`config.mk`:
```
export PLATFORM = sky130hd
export DESIGN_NAME = binary_to_decimal_ascii
export DESIGN_NICKNAME = d
export VERILOG_FILES = /design/src/design/b2da_pkg.sv /design/src/design/b2da_dabble.sv /design/src/design/b2da_digits.sv /design/src/design/binary_to_decimal_ascii.sv
export SDC_FILE = /design/constraint.sdc
export NUM_CORES = 1
export LEC_CHECK = 0
export BUFFER_PORTS_ARGS = -buffer_cell sky130_fd_sc_hd__buf_4
export CAP_MARGIN = 20
export CELL_PAD_IN_SITES_DETAIL_PLACEMENT = 1
export CELL_PAD_IN_SITES_GLOBAL_PLACEMENT = 1
export CORE_MARGIN = 2
export CORE_UTILIZATION = 45
export CTS_CLUSTER_DIAMETER = 150
export DETAILED_ROUTE_END_ITERATION = 10
export MAX_ROUTING_LAYER = met4
export PLACE_DENSITY_LB_ADDON = 0.1
export SYNTH_ARGS = -nofsm -noshare
export SYNTH_HDL_FRONTEND = slang
export SYNTH_SLANG_ARGS = --single-unit
export TNS_END_PERCENT = 50
```
`constraint.sdc`:
```
create_clock -name clk -period 5.52 [get_ports clk]
set_clock_uncertainty 0.1 [all_clocks]
set_input_delay 0.276 -clock clk [delete_from_list [all_inputs] [get_ports clk]]
set_output_delay 0.276 -clock clk [all_outputs]
set_load 0.01 [all_outputs]
```
`src/design/b2da_pkg.sv`:
```
`default_nettype none
// ---------------------------------------------------------------------------
// b2da_pkg
// Shared types and constants for the binary to decimal ASCII converter.
// ---------------------------------------------------------------------------
package b2da_pkg;

	// decimal digits kept in the bcd register, enough for a 64-bit word
	localparam int DIGITS = 20;
	// magnitude bits folded into the bcd register per conversion step
	localparam int STEP_BITS = 4;
	localparam int CNT_W = 5;

	localparam logic [7:0] CHAR_ZERO  = 8'h30;
	localparam logic [7:0] CHAR_MINUS = 8'h2D;

	// conversion mode carried on func
	localparam logic FUNC_SIGNED   = 1'b0;
	localparam logic FUNC_UNSIGNED = 1'b1;

	typedef logic [DIGITS-1:0][3:0] bcd_t;
	typedef logic [CNT_W-1:0] count_t;

	typedef enum logic [1:0] {
		S_IDLE,
		S_CONV,
		S_FIND,
		S_EMIT
	} state_t;

endpackage
`default_nettype wire

```
`src/design/b2da_dabble.sv`:
```
`default_nettype none
// ---------------------------------------------------------------------------
// b2da_dabble
// Shift-add-3 unit: folds four magnitude bits, msb first, into the bcd word.
// ---------------------------------------------------------------------------
module b2da_dabble (
	input  wire b2da_pkg::bcd_t                      bcd,
	input  wire logic [b2da_pkg::STEP_BITS-1:0]      bits,
	output b2da_pkg::bcd_t                           bcd_next
);

	always_comb begin
		b2da_pkg::bcd_t b;
		logic [b2da_pkg::DIGITS*4-1:0] flat;
		b = bcd;
		flat = '0;
		for (int s = 0; s < b2da_pkg::STEP_BITS; s++) begin
			for (int i = 0; i < b2da_pkg::DIGITS; i++) begin
				if (b[i] >= 4'd5) begin
					b[i] = b[i] + 4'd3;
				end
			end
			flat = b;
			b = {flat[b2da_pkg::DIGITS*4-2:0], bits[b2da_pkg::STEP_BITS-1-s]};
		end
		bcd_next = b;
	end

endmodule
`default_nettype wire

```
`src/design/b2da_digits.sv`:
```
`default_nettype none
// ---------------------------------------------------------------------------
// b2da_digits
// Significant digit count of a bcd word: index of the top nonzero digit
// plus one, at least one so that zero prints as a single digit.
// ---------------------------------------------------------------------------
module b2da_digits (
	input  wire b2da_pkg::bcd_t     bcd,
	output b2da_pkg::count_t        ndig
);

	always_comb begin
		ndig = b2da_pkg::count_t'(1);
		for (int i = 1; i < b2da_pkg::DIGITS; i++) begin
			if (bcd[i] != 4'd0) begin
				ndig = b2da_pkg::count_t'(i + 1);
			end
		end
	end

endmodule
`default_nettype wire

```
`src/design/binary_to_decimal_ascii.sv`:
```
`default_nettype none
// ---------------------------------------------------------------------------
// binary_to_decimal_ascii
// Converts one word to decimal ASCII text, one character per transfer.
// ---------------------------------------------------------------------------
// Usage:
//   Input channel (in_valid/in_ready) takes func (0 signed, 1 unsigned) and
//   value; only the low VALUE_WIDTH bits of value are used.
//   Output channel (out_valid/out_ready) gives one character per transfer,
//   '-' first for a negative signed value, then digits msb first with no
//   leading zeros. last marks the final character, which also carries
//   char_count; char_count is 0 on the other characters.
//   Timing: in the cycle after the input transfer the shift-add-3 unit
//   folds four bits per cycle into a bcd register until every bit of the
//   magnitude is folded in, then the S_FIND state finds the digit count,
//   then one character per cycle while out_ready is high.
//   in_ready is high only while no item is in the block.
//   A stalled receiver holds the current character stable; the block waits.
//   Reset clears the sequencer; the block comes out idle and ready.
// ---------------------------------------------------------------------------
module binary_to_decimal_ascii #(
	parameter int VALUE_WIDTH = 64
) (
	input  wire logic                    clk,
	input  wire logic                    arst_n,
	input  wire logic                    in_valid,
	output logic                         in_ready,
	input  wire logic                    func,
	input  wire logic [63:0]             value,
	output logic                         out_valid,
	input  wire logic                    out_ready,
	output logic [7:0]                   char_out,
	output logic                         last,
	output logic [4:0]                   char_count
);

	localparam int MAG_W = ((VALUE_WIDTH + b2da_pkg::STEP_BITS - 1) / b2da_pkg::STEP_BITS)
		* b2da_pkg::STEP_BITS;
	localparam int STEPS = MAG_W / b2da_pkg::STEP_BITS;
	localparam int STEP_W = $clog2(STEPS);

	b2da_pkg::state_t state_q, state_d;

	logic [MAG_W-1:0]        mag_q;
	logic [STEP_W-1:0]       step_q;
	b2da_pkg::bcd_t          bcd_q;
	b2da_pkg::bcd_t          bcd_next;
	b2da_pkg::count_t        ndig;
	b2da_pkg::count_t        idx_q;
	b2da_pkg::count_t        total_q;
	logic                    neg_q;

	logic [VALUE_WIDTH-1:0]  word;
	logic                    neg_in;
	logic [VALUE_WIDTH-1:0]  mag_in;
	logic                    in_xfer;
	logic                    out_xfer;

	assign word    = value[VALUE_WIDTH-1:0];
	assign neg_in  = (func == b2da_pkg::FUNC_SIGNED) && word[VALUE_WIDTH-1];
	assign mag_in  = neg_in ? (~word + VALUE_WIDTH'(1)) : word;
	assign in_xfer = in_valid && in_ready;
	assign out_xfer = out_valid && out_ready;

	b2da_dabble u_dabble (
		.bcd      (bcd_q),
		.bits     (mag_q[MAG_W-1 -: b2da_pkg::STEP_BITS]),
		.bcd_next (bcd_next)
	);

	b2da_digits u_digits (
		.bcd  (bcd_q),
		.ndig (ndig)
	);

	always_ff @(posedge clk or negedge arst_n) begin
		if (!arst_n) begin
			state_q <= b2da_pkg::S_IDLE;
		end else begin
			state_q <= state_d;
		end
	end

	always_comb begin
		state_d   = state_q;
		in_ready  = 1'b0;
		out_valid = 1'b0;
		char_out  = b2da_pkg::CHAR_ZERO;
		last      = 1'b0;
		char_count = 5'd0;
		case (state_q)
			b2da_pkg::S_IDLE: begin
				in_ready = 1'b1;
				if (in_valid) begin
					state_d = b2da_pkg::S_CONV;
				end
			end
			b2da_pkg::S_CONV: begin
				if (step_q == '0) begin
					state_d = b2da_pkg::S_FIND;
				end
			end
			b2da_pkg::S_FIND: begin
				state_d = b2da_pkg::S_EMIT;
			end
			b2da_pkg::S_EMIT: begin
				out_valid = 1'b1;
				if (neg_q) begin
					char_out = b2da_pkg::CHAR_MINUS;
				end else begin
					char_out = b2da_pkg::CHAR_ZERO | {4'd0, bcd_q[idx_q]};
					last = (idx_q == '0);
					char_count = last ? total_q : 5'd0;
				end
				if (out_ready && last) begin
					state_d = b2da_pkg::S_IDLE;
				end
			end
			default: begin
				state_d = b2da_pkg::S_IDLE;
			end
		endcase
	end

	// neg_q and step_q are sequencer state; bcd and magnitude are payload
	always_ff @(posedge clk or negedge arst_n) begin
		if (!arst_n) begin
			neg_q  <= 1'b0;
			step_q <= '0;
			idx_q  <= '0;
		end else begin
			if (in_xfer) begin
				neg_q  <= neg_in;
				step_q <= STEP_W'(STEPS - 1);
			end else if (state_q == b2da_pkg::S_CONV) begin
				step_q <= step_q - STEP_W'(1);
			end else if (state_q == b2da_pkg::S_FIND) begin
				idx_q <= ndig - b2da_pkg::count_t'(1);
			end else if (out_xfer) begin
				if (neg_q) begin
					neg_q <= 1'b0;
				end else if (!last) begin
					idx_q <= idx_q - b2da_pkg::count_t'(1);
				end
			end
		end
	end

	always_ff @(posedge clk) begin
		if (in_xfer) begin
			mag_q <= MAG_W'(mag_in);
			bcd_q <= '0;
		end else if (state_q == b2da_pkg::S_CONV) begin
			mag_q <= mag_q << b2da_pkg::STEP_BITS;
			bcd_q <= bcd_next;
		end
		if (state_q == b2da_pkg::S_FIND) begin
			total_q <= ndig + b2da_pkg::count_t'(neg_q);
		end
	end

`ifndef ASSERT_OFF
	a_one_side: assert property (@(posedge clk) disable iff (!arst_n)
		!(in_ready && out_valid))
		else $error("input and output handshakes active together");

	a_busy_after_in: assert property (@(posedge clk) disable iff (!arst_n)
		in_xfer |=> !in_ready && !out_valid)
		else $error("block not busy after input transfer");

	a_idle_after_last: assert property (@(posedge clk) disable iff (!arst_n)
		out_xfer && last |=> in_ready)
		else $error("block not idle after final character");

	a_count_on_last: assert property (@(posedge clk) disable iff (!arst_n)
		out_valid |-> (last == (char_count != 5'd0)))
		else $error("char_count does not match last");

	a_minus_not_last: assert property (@(posedge clk) disable iff (!arst_n)
		out_valid && char_out == b2da_pkg::CHAR_MINUS |-> !last)
		else $error("minus sign marked as final character");
`endif

endmodule
`default_nettype wire

```
# Yosys cells after proc, flatten, opt, wreduce, memory -nomap -nowiden
# Index checks and enable logic that the tools add are counted.
[totals] reg_bits=161 in_bits=69 out_inout_bits=16 word_cells=366
[classes] addsub=85 order_cmp=81 n_eq_ne=10 mux=128 bitwise=4 reduce_logical=32
[op_table] operator="$mux 4" count=87
[op_table] operator="$ge 4x3->1 const B" count=80
[op_table] operator="$add 4x2->4 const B" count=76
[op_table] operator="$mux 64" count=3
[op_table] operator="$reduce_bool 4->1" count=19
[op_table] operator="$mux 5" count=14
[op_table] operator="$add 64x1->64 const B" count=1
[op_table] operator="$not 64->64" count=1
[op_table] operator="$mux 3" count=8
[op_table] operator="$bmux 4 s5" count=1
[op_table] operator="$add 3x2->3 const B" count=4
[op_table] operator="$mux 2" count=5
[op_table] operator="$ne 2x2->1 const B" count=5
[op_table] operator="$sub 5x1->5 const B" count=2
[op_table] operator="$mux 1" count=9
[op_table] operator="$pmux 2 s4" count=1
[op_table] operator="$lt 5x6->1 const B" count=1
[op_table] operator="$reduce_and 3->1" count=2
[op_table] operator="$reduce_bool 2->1" count=3
[op_table] operator="$add 5x1->5" count=1
[op_table] operator="$logic_not 5->1" count=1
[op_table] operator="$reduce_and 5->1" count=1
[op_table] operator="$eq 2x2->1 const B" count=2
[op_table] operator="$logic_and 1x1->1" count=4
[op_table] operator="6 further kinds" count=9

# Logic depth before layout (Yosys ltp)
[logic_depth] depth_word=22 mapped_depth=26 ltp_nobuf=26

# By module
# Synthesis repeated with hierarchy kept, for this count alone.
[unflattened] hier_cells=2413 area_unflattened_um2=18188.7
[modules_own_cells] module="b2da_dabble" n_inst=1 cells_per_inst=1497 area_each_um2=9302.7 seq_area_each_um2=0.0
[modules_own_cells] module="binary_to_decimal_ascii" n_inst=1 cells_per_inst=862 area_each_um2=8516.9 seq_area_each_um2=3973.8
[modules_own_cells] module="b2da_digits" n_inst=1 cells_per_inst=54 area_each_um2=369.1 seq_area_each_um2=0.0

# Least setup slack after synthesis
# OpenSTA, ideal clock, no wires.
[synth_timing] path_type="register to register" from="reg bcd_q[73] in the netlist's numbering" to="reg bcd_q[74] in the netlist's numbering" arrival_ns=4.431 path_slack_ns=0.764 stages_incl_launch_ff=26 n_path_buf=0 cell_sequence="dfxtp_1 > inv_1 > ha_1 > nand2b_1 > a21oi_1 > xnor2_1 > inv_1 > ha_1 > nor2b_1 > o211ai_1 > a22oi_1 > xnor2_1 > inv_1 > ha_1 > inv_1 > nand2_1 > and3_1 > or3_1 > xor2_1 > inv_1 > ha_1 > nand2b_1 > nand2_1 > o211ai_1 > mux2i_1 > o22ai_1"
[synth_via] elab_chain_len=8
[synth_lines] item="start, declared" line_no="binary_to_decimal_ascii.sv:46" source="b2da_pkg::bcd_t bcd_q;"
[synth_lines] item="start signal, assigned" line_no="binary_to_decimal_ascii.sv:155" source="bcd_q <= bcd_next;"
[synth_lines] item="$add 4x2->4 or $ge 4x3->1 (tied branches)" line_no="b2da_dabble.sv:20, b2da_dabble.sv:19"
[synth_lines] item="$mux 4 (*)" line_no="b2da_dabble.sv:19" source="if (b[i] >= 4'd5) begin"
[synth_lines] item="$add 4x2->4 or $ge 4x3->1 (tied branches)" line_no="b2da_dabble.sv:20, b2da_dabble.sv:19"
[synth_lines] item="$mux 4 (*)" line_no="b2da_dabble.sv:19"
[synth_lines] item="$ge 4x3->1 or $add 4x2->4 (tied branches)" line_no="b2da_dabble.sv:19, b2da_dabble.sv:20"
[synth_lines] item="$mux 4 (*)" line_no="b2da_dabble.sv:19"
[synth_lines] item="$add 4x2->4 or $ge 4x3->1 (tied branches)" line_no="b2da_dabble.sv:20, b2da_dabble.sv:19"
[synth_lines] item="$mux 4 (*)" line_no="b2da_dabble.sv:19"
# Mark *: on every way between the ends. The rest lies on a longest branch, timed or not.
# A chain may end at the register's enable or synchronous reset.

# Worst setup path in the final report
[layout_timing] from="reg bcd_q[73] in the netlist's numbering" to="reg bcd_q[78] in the netlist's numbering"
[layout_via] elab_chain_len=8
[layout_lines] item="$add 4x2->4 or $ge 4x3->1 (tied branches)" line_no="b2da_dabble.sv:20, b2da_dabble.sv:19"
[layout_lines] item="$mux 4 (*)" line_no="b2da_dabble.sv:19"
[layout_lines] item="$add 4x2->4, or another cell as far along" line_no="b2da_dabble.sv:20" source="b[i] = b[i] + 4'd3;"
[layout_lines] item="$mux 4 or $mux 3 (tied branches)" line_no="b2da_dabble.sv:19"
[layout_lines] item="$add 4x2->4, or another cell as far along" line_no="b2da_dabble.sv:20"
[layout_lines] item="$mux 4 or $mux 3 (tied branches)" line_no="b2da_dabble.sv:19"
[layout_lines] item="$ge 4x3->1 or $add 3x2->3 (tied branches)" line_no="b2da_dabble.sv:19, b2da_dabble.sv:20"
[layout_lines] item="$mux 3 (*)" line_no="b2da_dabble.sv:19"
# Marks and branches as above.

==> flow_summary_export.csv <==
group,metric,value,unit
clocking,cts_buffers,17,
logic_synthesis,ys_types,107,
route,drc,0,
logic_synthesis,synth_top_area_share,11.2,%
logic_synthesis,ys_seq_elements,161,
placement,dpl_cell_area,20100,um2
global_route,grt_max_degree,170,
final_layout,drive_gt1_share,13.9,%
logic_synthesis,synthCells,2387,
logic_synthesis,synthesis.area,19000,um2
logic_synthesis,ys_warn_count,0,
clocking,root_buffer,"clkbuf_16",
final_layout,final_cell_mix,"nand2_1, inv_1, o21ai_0, ha_1, nor2_1",
logic_synthesis,synth_flop_cell,"dfxtp_1",
sta,min_period_over_period,94.0,%
global_route,antenna_found_initial,0,
die,core_area,41900,um2
route,routed_wl,57500,um
clocking,clockBufferDepth,2,
sta,min_period,5190,ps
final_layout,regArea,3990,um2
global_route,grt_first_pass_wirelength,93500,um
route,vias,17875,
logic_synthesis,synth_mux_area_share,8.15,%
sta,drv_slew,0,
sta,relSlewSlack,30.7,%
worst_setup_path,cp_cell_sequence,"inv_1 > ha_2 > nor2b_1 > nor3_1 > a21oi_1 > ha_1 > a221oi_2 > or3_1 > and2_1 > ha_1 > nand2b_1 > nor2_1 > a311o_1 > a211o_1 > xnor2_1 > ha_1 > nand2b_1 > a221oi_1 > mux2_2 > a21oi_1",
worst_setup_path,cp-start-kind,"register",
global_route,overflow,0,
die,dieArea,44000,um2
route,drt_iter0_drc,1084,
clocking,cts.sinks,161,
sta,finalSetupTns,0,ps
die,ios,85,
sta,rsz0062_at_grt,"true",
worst_setup_path,cp.arrival,5480,ps
die,start_util,45.5,%
worst_setup_path,path_depth,20,
logic_synthesis,synthXorXnorAreaFrac,5.70,%
route,firstDrtPassIters,5,
outcome,outcome,"finished clean",
final_layout,final_nets,2652,
worst_setup_path,cp_max_fo,7,
worst_setup_path,cpLargestDelayFamily,"compound AO/OA/AOI/OAI gates",
final_layout,final_area,21000,um2
final_layout,diodes,0,
sta,worst_pin_slew,1030,ps
route,drt-wirelength-per-cell,19.4,um
min_path,holdPathStages,3,
logic_synthesis,netlist_top_cells_area,"ha_1, edfxtp_1, dfxtp_1",
route,avgViaCountPerCell,6.03,
worst_setup_path,crit_top_cell,"ha_1",
global_route,grt_pass1_vias,18237,
worst_setup_path,critical_path_class,"register to register",
global_route,grt_util_all_layers,26.7,%
placement,place_congestion,0.872,
clocking,clk_pin_slew,70,ps
final_layout,nFillCells,5114,
worst_setup_path,slowest_stage,"a221oi_1",
sta,clock.fmax,193,MHz
sta,finalHoldViolations,0,
worst_setup_path,r2r_cells,20,
clocking,cts-htree-levels,4,
logic_synthesis,synth-compound-area-share,24.8,%
final_layout,multiInputGateArea,14100,um2
logic_synthesis,yosys.area.top_type,"ha_1",
logic_synthesis,synthArstFlopShare,7.45,%
final_layout,stdcell_count,2964,
route,antenna_left,0,
die,num_rows,75,
sta,final-setup-viol-count,0,
clocking,cts_tree,"done",
placement,io_buffers,81,
flow_run,max_cap_viol_count,0,
worst_setup_path,cp_num_buf_inv,1,
placement,dpl.cell_count,2924,
clocking,clkLatencyLatePin,460,ps
min_path,hold_class,"primary input to register",
logic_synthesis,synth-simple-area-share,23.0,%
logic_synthesis,yosysSeqAreaShare,20.9,%
logic_synthesis,syn_area_per_cell,7.98,um2
worst_setup_path,required,5810,ps
final_layout,area_delta_synth_final,10.0,%
placement,hpwl,44000,um
die,die-height,210,um
logic_synthesis,synth_top_family_by_area,"compound AO/OA/AOI/OAI gates",
final_layout,layout_commonest_cell,"nand2_1",
worst_setup_path,crit_path_max_incr_delay,400,ps
die,fp.dieW,210,um
logic_synthesis,synth_adder_area_share,11.2,%
worst_setup_path,end_kind,"register",
logic_synthesis,synth-edff-count,69,
[metrics by stage]
step           utilization [%]  hold slack, ps  setup slack (ps)
6_report                  50.1            84.4               329
5_1_grt                   50.1            76.9             -39.1
4_1_cts                   49.4            77.3              26.5
3_5_place_dp              48.0            40.7             -45.7
3_3_place_gp              48.0            36.6               236
2_1_floorplan                -            -120               764
[worst reg2reg max path, delay by kind of cell (launching register included)]
kind                       cells  cell delay (ps)
AOI/OAI and AO/OA              6             1690
and+or+nand+nor                7             1110
adders and majority gates      4             1090
muxes                          1              380
DFF                            1              350
xor gates and xnor gates       1              260
buffers and inverters          1              140
[routing by layer]
metal	up-vias	GRT usage, %	wire length [um]
met5	-	-	0
met4	0	7.17	1160
met3	67	3.14	1350
met2	195	46.5	28700
met1	8879	32.7	26200
li1	8734	-	-
[logic make-up (layout without fill, tap and decap cells)]
family / count (synthesis) / after routing
AO/OA/AOI/OAI: 688 / 688
XOR/XNOR: 123 / 123
adder cells (fa/ha/maj): 171 / 171
buffers and inverters: 297 / 334
flip-flops: 161 / 161
multiplexers: 121 / 121
other: 2 / 3
AND/OR/NAND/NOR: 824 / 824
[area by class of cell]
cell class | count | area share (%)
Tap cell | 539 | 3.22
Inverter | 191 | 3.43
Sequential cell | 161 | 19.0
Timing Repair Buffer | 111 | 4.07
Multi-Input combinational cell | 1930 | 67.5
Clock buffer | 17 | 2.03
Clock inverter | 15 | 0.776
[what timing repair did]
| item | 4_1_cts | 5_1_grt |
|---|---|---|
| gates cloned | 0 | 0 |
| pin swaps | 0 | 5 |
| endpoints found under the hold margin | 12 | 0 |
| gates resized for setup | 1 | 56 |
| hold buffers | 1 | 0 |
| setup buffers | 0 | 6 |
| setup endpoints to repair | 2 | 34 |
[cell usage after synthesis (28+ instances only)]
| cell | count |
|---|---|
| a211o_1 | 28 |
| a211oi_1 | 42 |
| a21o_1 | 28 |
| a21oi_1 | 93 |
| a31oi_1 | 28 |
| and2_1 | 58 |
| clkbuf_1 | 72 |
| dfxtp_1 | 80 |
| edfxtp_1 | 69 |
| ha_1 | 171 |
| inv_1 | 190 |
| mux2i_1 | 70 |
| nand2_1 | 271 |
| nand2b_1 | 71 |
| nand3_1 | 51 |
| nor2_1 | 118 |
| nor2b_1 | 37 |
| nor3_1 | 28 |
| o21ai_0 | 183 |
| o31ai_1 | 30 |
| or3_1 | 31 |
| xnor2_1 | 69 |
| xor2_1 | 53 |
[registers in the layout, indices dropped and copies added, names as in the netlist]
register / flops
mag_q: 64
neg_q: 1
total_q: 5
state_q: 2
step_q: 4
idx_q: 5
bcd_q: 80
[worst paths after layout]
path                                          endpoint              startpoint  slack, ps
min in group asynchronous         idx_q[4]$_DFFE_PN0P_                  arst_n        100
worst max register to register  bcd_q[78]$_SDFFE_PP0P_  bcd_q[73]$_SDFFE_PP0P_        330
worst min-delay path               mag_q[57]$_DFFE_PN_               value[57]         80
worst min register to register     mag_q[23]$_DFFE_PN_     mag_q[19]$_DFFE_PN_        430
worst max-delay path            bcd_q[78]$_SDFFE_PP0P_  bcd_q[73]$_SDFFE_PP0P_        330
max in group asynchronous       state_q[1]$_DFFE_PN0P_                  arst_n       5030
Power is left out: the tool's default activity adds up to more than one toggle a clock period on the data nets, which glitch-free logic cannot reach.
